## src/hw/rtl/gmc_pkg.sv

```systemverilog
`timescale 1ns / 1ps

package gmc_pkg;

	// Width of the saturating run counters.
	localparam int COUNT_WIDTH = 10;
	// Width of the sample_count register and of the configuration data.
	localparam int SAMPLE_WIDTH = 10;
	localparam int CMP_WIDTH = (COUNT_WIDTH > SAMPLE_WIDTH) ? COUNT_WIDTH : SAMPLE_WIDTH;
	localparam int CFG_INDEX_WIDTH = 1;

	localparam logic [SAMPLE_WIDTH-1:0] SAMPLE_COUNT_RESET = SAMPLE_WIDTH'(35);

	localparam logic [CFG_INDEX_WIDTH-1:0] REG_SAMPLE_COUNT = 1'b0;
	localparam logic [CFG_INDEX_WIDTH-1:0] REG_EDGE_MODE = 1'b1;

	localparam logic [1:0] EDGE_HIGH = 2'd0;
	localparam logic [1:0] EDGE_LOW = 2'd1;
	localparam logic [1:0] EDGE_BOTH = 2'd2;

	localparam logic [1:0] LIMIT_OPEN = 2'b01;
	localparam logic [1:0] LIMIT_CLOSED = 2'b10;

	localparam logic DIR_OPENING = 1'b0;
	localparam logic DIR_CLOSING = 1'b1;

	typedef enum logic [1:0] {
		STAGE_IDLE = 2'd0,
		STAGE_OPENING = 2'd1,
		STAGE_CLOSING = 2'd2
	} stage_t;

	typedef enum logic {
		PHASE_WAIT_HIGH = 1'b0,
		PHASE_WAIT_LOW = 1'b1
	} phase_t;

endpackage

```

## src/hw/rtl/gmc_debounce.sv

```systemverilog
`timescale 1ns / 1ps

module gmc_debounce import gmc_pkg::*; (
	input  logic                    clk,
	input  logic                    arst_n,
	input  logic                    advance,
	input  logic                    level,
	input  logic [SAMPLE_WIDTH-1:0] sample_count,
	input  logic [1:0]              edge_mode,
	output logic                    pulse
);

	localparam logic [COUNT_WIDTH-1:0] COUNT_MAX = '1;

	logic [COUNT_WIDTH-1:0] high_q, low_q;
	logic [COUNT_WIDTH-1:0] high_next, low_next;
	phase_t                 phase_q, phase_next;

	always_comb begin
		if (level) begin
			low_next = '0;
			high_next = (high_q == COUNT_MAX) ? high_q : high_q + 1'b1;
		end else begin
			high_next = '0;
			low_next = (low_q == COUNT_MAX) ? low_q : low_q + 1'b1;
		end
	end

	// The phase flips when the run of the awaited level reaches the threshold exactly.
	always_comb begin
		phase_next = phase_q;
		pulse = 1'b0;
		unique case (phase_q)
			PHASE_WAIT_HIGH: begin
				if (CMP_WIDTH'(high_next) == CMP_WIDTH'(sample_count)) begin
					phase_next = PHASE_WAIT_LOW;
					pulse = (edge_mode != EDGE_LOW);
				end
			end
			PHASE_WAIT_LOW: begin
				if (CMP_WIDTH'(low_next) == CMP_WIDTH'(sample_count)) begin
					phase_next = PHASE_WAIT_HIGH;
					pulse = (edge_mode != EDGE_HIGH);
				end
			end
			default: begin
				phase_next = PHASE_WAIT_HIGH;
			end
		endcase
	end

	always_ff @(posedge clk or negedge arst_n) begin
		if (!arst_n) begin
			high_q <= '0;
			low_q <= '0;
			phase_q <= PHASE_WAIT_HIGH;
		end else if (advance) begin
			high_q <= high_next;
			low_q <= low_next;
			phase_q <= phase_next;
		end
	end

endmodule

```

## src/hw/rtl/gate_motor_controller_debounced.sv

```systemverilog
`timescale 1ns / 1ps

// Debounced gate motor controller. Each input transfer is one 1 ms tick with the raw open and
// close button levels and the limit-switch code; each tick yields exactly one result transfer
// with motor run, motor direction and the gate stage held at the start of that tick. An item
// passes through an input register and then a result register on its way to the output, and
// one tick is taken every clock cycle as long as the result side keeps up; a stalled result
// waits in the result register while the next tick sits in the input register. The
// configuration registers (sample_count at index 0, edge_mode at index 1) are written through
// cfg_write_en, cfg_index and cfg_data with no handshake.
module gate_motor_controller_debounced import gmc_pkg::*; (
	input  logic                       clk,
	input  logic                       arst_n,
	input  logic                       cfg_write_en,
	input  logic [CFG_INDEX_WIDTH-1:0] cfg_index,
	input  logic [SAMPLE_WIDTH-1:0]    cfg_data,
	input  logic                       in_valid,
	output logic                       in_ready,
	input  logic                       button_open_raw,
	input  logic                       button_close_raw,
	input  logic [1:0]                 limit_switch_bits,
	output logic                       out_valid,
	input  logic                       out_ready,
	output logic                       motor_run,
	output logic                       motor_direction,
	output logic [1:0]                 gate_stage
);

	logic [SAMPLE_WIDTH-1:0] sample_count_q;
	logic [1:0]              edge_mode_q;

	logic       valid_s1;
	logic       open_s1, close_s1;
	logic [1:0] limit_s1;

	logic       out_valid_q;
	logic       motor_run_q, motor_direction_q;
	stage_t     gate_stage_q;

	stage_t     stage_q, stage_next;
	logic       advance;
	logic       open_pulse, close_pulse;
	logic       at_open, at_closed;

	always_ff @(posedge clk or negedge arst_n) begin
		if (!arst_n) begin
			sample_count_q <= SAMPLE_COUNT_RESET;
			edge_mode_q <= EDGE_HIGH;
		end else if (cfg_write_en) begin
			unique case (cfg_index)
				REG_SAMPLE_COUNT: sample_count_q <= cfg_data;
				REG_EDGE_MODE:    edge_mode_q <= cfg_data[1:0];
				default:          ;
			endcase
		end
	end

	// The registered tick moves on when the result register is empty or being drained.
	assign advance = valid_s1 && (!out_valid_q || out_ready);
	assign in_ready = !valid_s1 || advance;

	always_ff @(posedge clk or negedge arst_n) begin
		if (!arst_n) begin
			valid_s1 <= 1'b0;
		end else if (in_ready) begin
			valid_s1 <= in_valid;
		end
	end

	always_ff @(posedge clk) begin
		if (in_valid && in_ready) begin
			open_s1 <= button_open_raw;
			close_s1 <= button_close_raw;
			limit_s1 <= limit_switch_bits;
		end
	end

	gmc_debounce u_debounce_open (
		.clk          (clk),
		.arst_n       (arst_n),
		.advance      (advance),
		.level        (open_s1),
		.sample_count (sample_count_q),
		.edge_mode    (edge_mode_q),
		.pulse        (open_pulse)
	);

	gmc_debounce u_debounce_close (
		.clk          (clk),
		.arst_n       (arst_n),
		.advance      (advance),
		.level        (close_s1),
		.sample_count (sample_count_q),
		.edge_mode    (edge_mode_q),
		.pulse        (close_pulse)
	);

	assign at_open = (limit_s1 == LIMIT_OPEN);
	assign at_closed = (limit_s1 == LIMIT_CLOSED);

	always_comb begin
		stage_next = stage_q;
		unique case (stage_q)
			STAGE_OPENING: begin
				if (at_open) stage_next = STAGE_IDLE;
			end
			STAGE_CLOSING: begin
				if (at_closed) stage_next = STAGE_IDLE;
			end
			default: begin
				// Open has priority when both buttons fire in the same tick, unless the gate is already at the open limit.
				if (open_pulse && !at_open) begin
					stage_next = STAGE_OPENING;
				end else if (close_pulse && !at_closed) begin
					stage_next = STAGE_CLOSING;
				end else begin
					stage_next = STAGE_IDLE;
				end
			end
		endcase
	end

	always_ff @(posedge clk or negedge arst_n) begin
		if (!arst_n) begin
			stage_q <= STAGE_IDLE;
		end else if (advance) begin
			stage_q <= stage_next;
		end
	end

	always_ff @(posedge clk or negedge arst_n) begin
		if (!arst_n) begin
			out_valid_q <= 1'b0;
		end else if (advance) begin
			out_valid_q <= 1'b1;
		end else if (out_ready) begin
			out_valid_q <= 1'b0;
		end
	end

	always_ff @(posedge clk) begin
		if (advance) begin
			unique case (stage_q)
				STAGE_OPENING: begin
					motor_run_q <= 1'b1;
					motor_direction_q <= DIR_OPENING;
					gate_stage_q <= STAGE_OPENING;
				end
				STAGE_CLOSING: begin
					motor_run_q <= 1'b1;
					motor_direction_q <= DIR_CLOSING;
					gate_stage_q <= STAGE_CLOSING;
				end
				default: begin
					motor_run_q <= 1'b0;
					motor_direction_q <= DIR_OPENING;
					gate_stage_q <= STAGE_IDLE;
				end
			endcase
		end
	end

	assign out_valid = out_valid_q;
	assign motor_run = motor_run_q;
	assign motor_direction = motor_direction_q;
	assign gate_stage = gate_stage_q;

endmodule

```

## config.mk

```make
export PLATFORM = sky130hd
export DESIGN_NAME = gate_motor_controller_debounced
export DESIGN_NICKNAME = d
export VERILOG_FILES = /design/src/hw/rtl/gmc_pkg.sv /design/src/hw/rtl/gmc_debounce.sv /design/src/hw/rtl/gate_motor_controller_debounced.sv
export SDC_FILE = /design/constraint.sdc
export NUM_CORES = 1
export LEC_CHECK = 0
export BUFFER_PORTS_ARGS = -buffer_cell sky130_fd_sc_hd__buf_4
export CAP_MARGIN = 10
export CORE_ASPECT_RATIO = 1.2
export CORE_UTILIZATION = 47
export DETAILED_ROUTE_END_ITERATION = 16
export GPL_TIMING_DRIVEN = 0
export SLEW_MARGIN = 20
export SYNTH_ARGS = -nofsm -noshare
export SYNTH_HDL_FRONTEND = slang
export SYNTH_SLANG_ARGS = --single-unit
```

## constraint.sdc

```tcl
create_clock -name clk -period 6.5 [get_ports clk]
set_clock_uncertainty 0.1 [all_clocks]
set_input_delay 1.3 -clock clk [delete_from_list [all_inputs] [get_ports clk]]
set_output_delay 1.3 -clock clk [all_outputs]
set_load 0.1 [all_outputs]
```

# [After elaboration in Yosys (flattened, before gate mapping)]
# Cells that the tools add are included.
[totals] output_inout_bits=6 reg_bits=66 word_cells=85 input_bits=20
[op_classes] reduce_logical=16 bitwise=3 add_sub_neg=4 n_eq_ne=15 mux=30
[op_table] op="10-bit two-way mux" count=8
[op_table] op="10-bit by 1-bit adder with 10-bit output, second input constant" count=4
[op_table] op="10-bit equality test" count=4
[op_table] op="10-bit equality test, second input constant" count=4
[op_table] op="1-bit two-way mux" count=12
[op_table] op="2-bit two-way mux" count=4
[op_table] op="1-bit one-hot mux with 2 select lines" count=4
[op_table] op="2-bit one-hot mux with 2 select lines" count=2
[op_table] op="2-bit by 1-bit equality test with 1-bit output, second input constant" count=2
[op_table] op="2-bit equality test, second input constant" count=2
[op_table] op="1-bit logical AND" count=4
[op_table] op="1-bit zero test" count=4
[op_table] op="2-bit inequality test, second input constant" count=2
[op_table] op="2-bit AND reduction" count=2
[op_table] op="2-bit nonzero test" count=2
[op_table] op="1-bit NOT" count=3
[op_table] op="3-bit AND reduction" count=1
[op_table] op="1-bit logical OR" count=2
[op_table] op="2-bit by 1-bit inequality test with 1-bit output, second input constant" count=1
[op_table] op="2-bit OR reduction" count=1

# [Depth between registers and ports, before layout]
[depth] depth_word=10 depth_mapped=11 ltp_nobuf=9

# [By module]
# From an unflattened synthesis, not the netlist that was laid out.
[hier_totals] cells_unflattened=618 area_unflattened_um2=5167.5
[modules_own_cells] mod="gmc_debounce" instances=2 area_each_um2=2104.5 seq_area_each_um2=525.5 cells_each=277
[modules_own_cells] mod="gate_motor_controller_debounced" instances=1 area_each_um2=958.4 seq_area_each_um2=614.3 cells_each=64

# [Least setup slack after synthesis]
# OpenSTA, ideal clock, no wires.
[synth_path] kind="input to output" start="input port out_ready" end="output port in_ready" slack_ps=2978 path_stages=1 t_required_ps=5100 arrival_time_ps=2122 cell_sequence="nand3b_1"
[synth_via] elab_chain_len=3
[synth_lines] item="start, declared" line_no="gate_motor_controller_debounced.sv:23" text="input logic out_ready,"
[synth_lines] item="1-bit logical OR" line_no="gate_motor_controller_debounced.sv:59" text="assign advance = valid_s1 && (!out_valid_q || out_ready);"
[synth_lines] item="1-bit logical AND" line_no="gate_motor_controller_debounced.sv:59"
[synth_lines] item="1-bit logical OR" line_no="gate_motor_controller_debounced.sv:60" text="assign in_ready = !valid_s1 || advance;"
[synth_lines] item="end, declared" line_no="gate_motor_controller_debounced.sv:18" text="output logic in_ready,"
# No other way between the ends.

# [Worst setup path after layout]
[layout_path] start="input port out_ready" end="register motor_run_q, in the netlist motor_run (enable)"
[layout_via] elab_chain_len=2
[layout_lines] item="1-bit logical OR" line_no="gate_motor_controller_debounced.sv:59"
[layout_lines] item="1-bit logical AND" line_no="gate_motor_controller_debounced.sv:59"
[layout_lines] item="via advance" line_no="gate_motor_controller_debounced.sv:41" text="logic advance;"
[layout_lines] item="end signal, assigned" line_no="gate_motor_controller_debounced.sv:145" text="motor_run_q <= 1'b1;"
[layout_lines] item="end signal, assigned" line_no="gate_motor_controller_debounced.sv:150" text="motor_run_q <= 1'b1;"
[layout_lines] item="end signal, assigned" line_no="gate_motor_controller_debounced.sv:155" text="motor_run_q <= 1'b0;"
[layout_lines] item="end, declared" line_no="gate_motor_controller_debounced.sv:37" text="logic motor_run_q, motor_direction_q;"
# The timed path passes the listed nets, and every way through them passes these cells.
# A chain may end at the register's enable or synchronous reset.

==> impl_summary.log <==
INFO  metric synth_area = roughly 5200 um2
INFO  metric worst_setup_sp_type = primary input
INFO  metric edff_count_synth = 7
INFO  metric worst_slack = roughly 3.2 ns
INFO  metric synth_async_sr_flop_share = 0.8923
INFO  metric crit_path_top_delay_cell = clkbuf_1
INFO  metric core_region = between 10,000 and 15,000 um2
INFO  metric grt_pass1_wl = 27,600 um
INFO  metric critical_path_class = in -> reg
INFO  metric num_vias = ~5,400
INFO  metric cts-hold-fix-buffers = 0
INFO  metric insertion_delay = about 0.34 ns
INFO  metric detailedRoute.firstPassIterationCount = 7
INFO  metric design.die.area = 11,560 um2
INFO  metric final.setup.tns = 0 ns
INFO  metric rsz0062_at_grt = false
INFO  metric synth-adder-area-share = 0.01435
INFO  metric synthMuxAreaShare = 0.03898
INFO  metric routabilityCongestion = about 0.91
INFO  metric power_switching = approximately 530 uW
INFO  metric final_layout_size_suffix_gt1_frac = 0.1664
INFO  metric timing_worst_slew_pin_value = 0.9776 ns
INFO  metric power.sequential.fraction = 0.356
INFO  metric maximum_number_of_pins_on_one_net_before_global_route_repair = roughly 60
INFO  metric num-fill-cells = slightly above 1,000
INFO  metric numCtsBuffers = 9
INFO  metric ir_worst_vdd = between 0.00015 and 0.0002 V
INFO  metric synth_top_family_by_area = simple AND/OR/NAND/NOR gates
INFO  metric vias_per_cell = ~6.6
INFO  metric cp.buffers_inverters = 4
INFO  metric route.detailed.drc = 0
INFO  metric timing.hold.worst.start = valid_s1$_DFFE_PN0N_
INFO  metric hold_path.class = reg -> reg
INFO  metric fin_crit_sh = 0.5090
INFO  metric postSynth.topFlopCell = dfrtp_1
INFO  metric clockBufferDepth = 2
INFO  metric wl_per_cell = about 21 um
INFO  metric cts.clk_slew.worst_paths = ~0.060 ns
INFO  metric initial_core_util = 0.4904
INFO  metric cts_resized = 0
INFO  metric warnings_from_yosys = 0
INFO  metric cap_violations = 0
INFO  metric htree_num_levels = 3
INFO  metric internal_power = 905.8 uW
INFO  metric area_growth_syn_to_layout = 12.22%
INFO  metric yosys_register_bits = 65
INFO  metric drt-total-wl = 17,200 um
INFO  metric run_status = finished clean
INFO  metric regToRegSetupSlack = 3.23 ns
INFO  metric synthesis.instances = 644
INFO  metric layout_common_cells = nor2_1 (55), dfrtp_1 (55), a21oi_1 (54), nand2_1 (50), o21ai_0 (44)
INFO  metric avgSynthCellArea = approximately 8 um2
INFO  metric worstPathRequired = ~6.4 ns
INFO  metric yosys.area_share.simple = 0.2654
INFO  metric ctsRootBufferMaster = clkbuf_16
INFO  metric sequence_of_cells_on_the_critical_path = buf_4, nand2b_1, nand2_1, inv_1, clkbuf_1, clkbuf_1
INFO  metric worst_hold_path.endpoint = out_valid$_DFFE_PN0P_
INFO  metric initial_antenna_violation_count = 0
INFO  metric cp_capture_type = register
INFO  metric power.share.clock = 0.331
INFO  metric worst-endpoint-arrival = between 3 and 4 ns
INFO  metric maxSlewHeadroom = 0.3482
INFO  metric finalSetupViolCount = 0
INFO  metric critical_path.reg2reg.startpoint = u_debounce_open.high_q[0]$_DFFE_PN0P_
INFO  metric fp.dieW = 98.32 um
INFO  metric final_core_area_utilization = 0.5503
INFO  metric sw_frac_of_total = 0.3693
INFO  metric tritoncts = done
INFO  metric fin_crit = 3.308 ns
INFO  metric worst_reg2reg_path_length_in_cells = 10
INFO  metric ys_types = 84
INFO  metric overflow = 0
INFO  metric static_leakage_power = about 0.0024 uW
INFO  metric path_common_cell = clkbuf_1
INFO  metric cts_post_setup_buffers_inserted = 0
INFO  metric pwr_density_cell = ~240 nW/um2
INFO  metric initial_drt_markers = ~360
INFO  metric critical_path.max_fanout = 12
INFO  metric track_usage = 0.3076
INFO  metric fraction_of_power_consumed_by_combinational_cells = 0.313
INFO  metric place.detailed.hpwl = roughly 12,000 um
INFO  metric timing_hold_violations_final = 0
INFO  metric cp_top_family = buffers and inverters
INFO  metric grt_pass1_vias = around 5,200
INFO  metric drtAntennaViolNets = 0
INFO  metric whs_path_depth = 1
INFO  metric top_level_ports = 26
INFO  metric placement.io_buffers = 25
INFO  metric slowest_delay = between 0.7 and 0.8 ns
INFO  metric clock-sinks = between 60 and 70
INFO  metric antenna_cells_inserted = 0
INFO  metric die_height = approximately 120 um
INFO  metric synth_compound_gate_area_share = 0.2504
INFO  metric yosysSeqAreaShare = 0.3183
INFO  metric post-place-ws = 2.782 ns
INFO  metric synth_xor_xnor_area_share = 0.02846
INFO  metric regToRegEndpoint = stage_q[0]$_DFFE_PN0P_
INFO  metric maxSlewViolCount = 0
INFO  metric synthesis.nets = 670
INFO  metric max_freq = 302.3 MHz
INFO  metric num_rows = 41
INFO  metric finalNetCount = 706
[worst max path at each step]
| stage | from | end | slack [ns] | depth (start not counted) |
|---|---|---|---|---|
| floorplan | out_ready | in_ready | 2.98 | 1 |
| global placement | out_ready | motor_run$_DFFE_PP_ | 2.82 | 6 |
| detailed placement | out_ready | u_debounce_open.high_q[2]$_DFFE_PN0P_ | 2.78 | 7 |
| CTS | out_ready | motor_run$_DFFE_PP_ | 3.18 | 6 |
| global route | u_debounce_open.high_q[0]$_DFFE_PN0P_ | stage_q[0]$_DFFE_PN0P_ | 3.04 | 10 |
| finish | out_ready | motor_run$_DFFE_PP_ | 3.19 | 6 |
[registers in the layout (all words and copies together) (netlist names)]
signal and flops:
out_valid 1, u_debounce_open.phase_q 1, sample_count_q 10, stage_q 2
valid_s1 1, limit_s1 2, open_s1 1, u_debounce_open.high_q 10
motor_run 1, u_debounce_close.high_q 10, u_debounce_close.phase_q 1, u_debounce_open.low_q 10
gate_stage 1, u_debounce_close.low_q 10, edge_mode_q 2, motor_direction 1
close_s1 1
[kinds of logic after synthesis]
family                   after synthesis
AO/OA/AOI/OAI                        197
XOR/XNOR                              17
adder cells (fa/ha/maj)                6
buffers and inverters                 83
flip-flops                            65
multiplexers                          19
AND/OR/NAND/NOR                      257
[metal layers]
layer	GRT usage	wire length [um]	share of wire
met4	0.1586	678	0.039
met5	0	0	0
met3	0.04632	1105	0.064
met1	0.3912	7195	0.42
met2	0.5040	8218	0.48
[cells in the mapped netlist, types with 4 or more instances]
cell,count,area share
a211oi_1,5,0.0072
a21oi_1,54,0.052
a31oi_1,17,0.020
a41oi_1,7,0.012
and2_1,6,0.0072
and3_1,20,0.024
and4_1,6,0.010
buf_2,18,0.017
buf_4,9,0.013
buf_6,5,0.011
clkbuf_1,20,0.014
dfrtp_1,55,0.26
edfxtp_1,7,0.040
ha_1,6,0.014
inv_1,23,0.016
mux2_2,11,0.024
mux2i_1,8,0.015
nand2_1,50,0.036
nand2b_1,10,0.012
nand3_1,28,0.027
nand3b_1,4,0.0057
nand4_1,20,0.024
nor2_1,55,0.039
nor2b_1,6,0.0072
nor3_1,17,0.016
nor4_1,10,0.012
o211ai_1,4,0.0057
o21ai_0,44,0.042
o22a_1,4,0.0067
o22ai_1,5,0.0060
o311ai_0,4,0.0067
o31ai_1,8,0.011
or3_1,4,0.0048
xnor2_1,8,0.013
xor2_1,9,0.015
[layout make-up]
cell class              count  area, um2  area share
plain buffers              60      354.1     0.06030
repair buffers             25      187.7     0.03196
multi-input cells         496       3127      0.5325
inverters                  23      86.33     0.01470
flip-flops and latches     65       1665      0.2836
clock buffers              11      252.7     0.04304
clock inverters             5      37.54    0.006393
well taps                 129      161.4     0.02749
[power by group through the flow]
stage / sequential [uW] / clock [uW] / combinational, uW
5_1_grt: 518 / 503 / 488
3_5_place_dp: 516 / 0 / 441
4_1_cts: 510 / 486 / 443
6_report: 511 / 475 / 450
2_1_floorplan: 514 / 0 / 309
3_3_place_gp: 515 / 0 / 437
[per-stage QoR]
| step | power [uW] | instances | cell area (um2) | hold WS (ns) |
|---|---|---|---|---|
| finish | 1436 | 814 | 5872 | 0.3987 |
| global route | 1509 | 814 | 5872 | 0.4316 |
| CTS | 1439 | 814 | 5872 | 0.4045 |
| detailed placement | 957.2 | 798 | 5582 | 0.3868 |
| global placement | 952.1 | 798 | 5582 | 0.3859 |
| floorplan | 823.2 | 644 | 5233 | 0.3572 |
(Power assumes the default switching activity.)
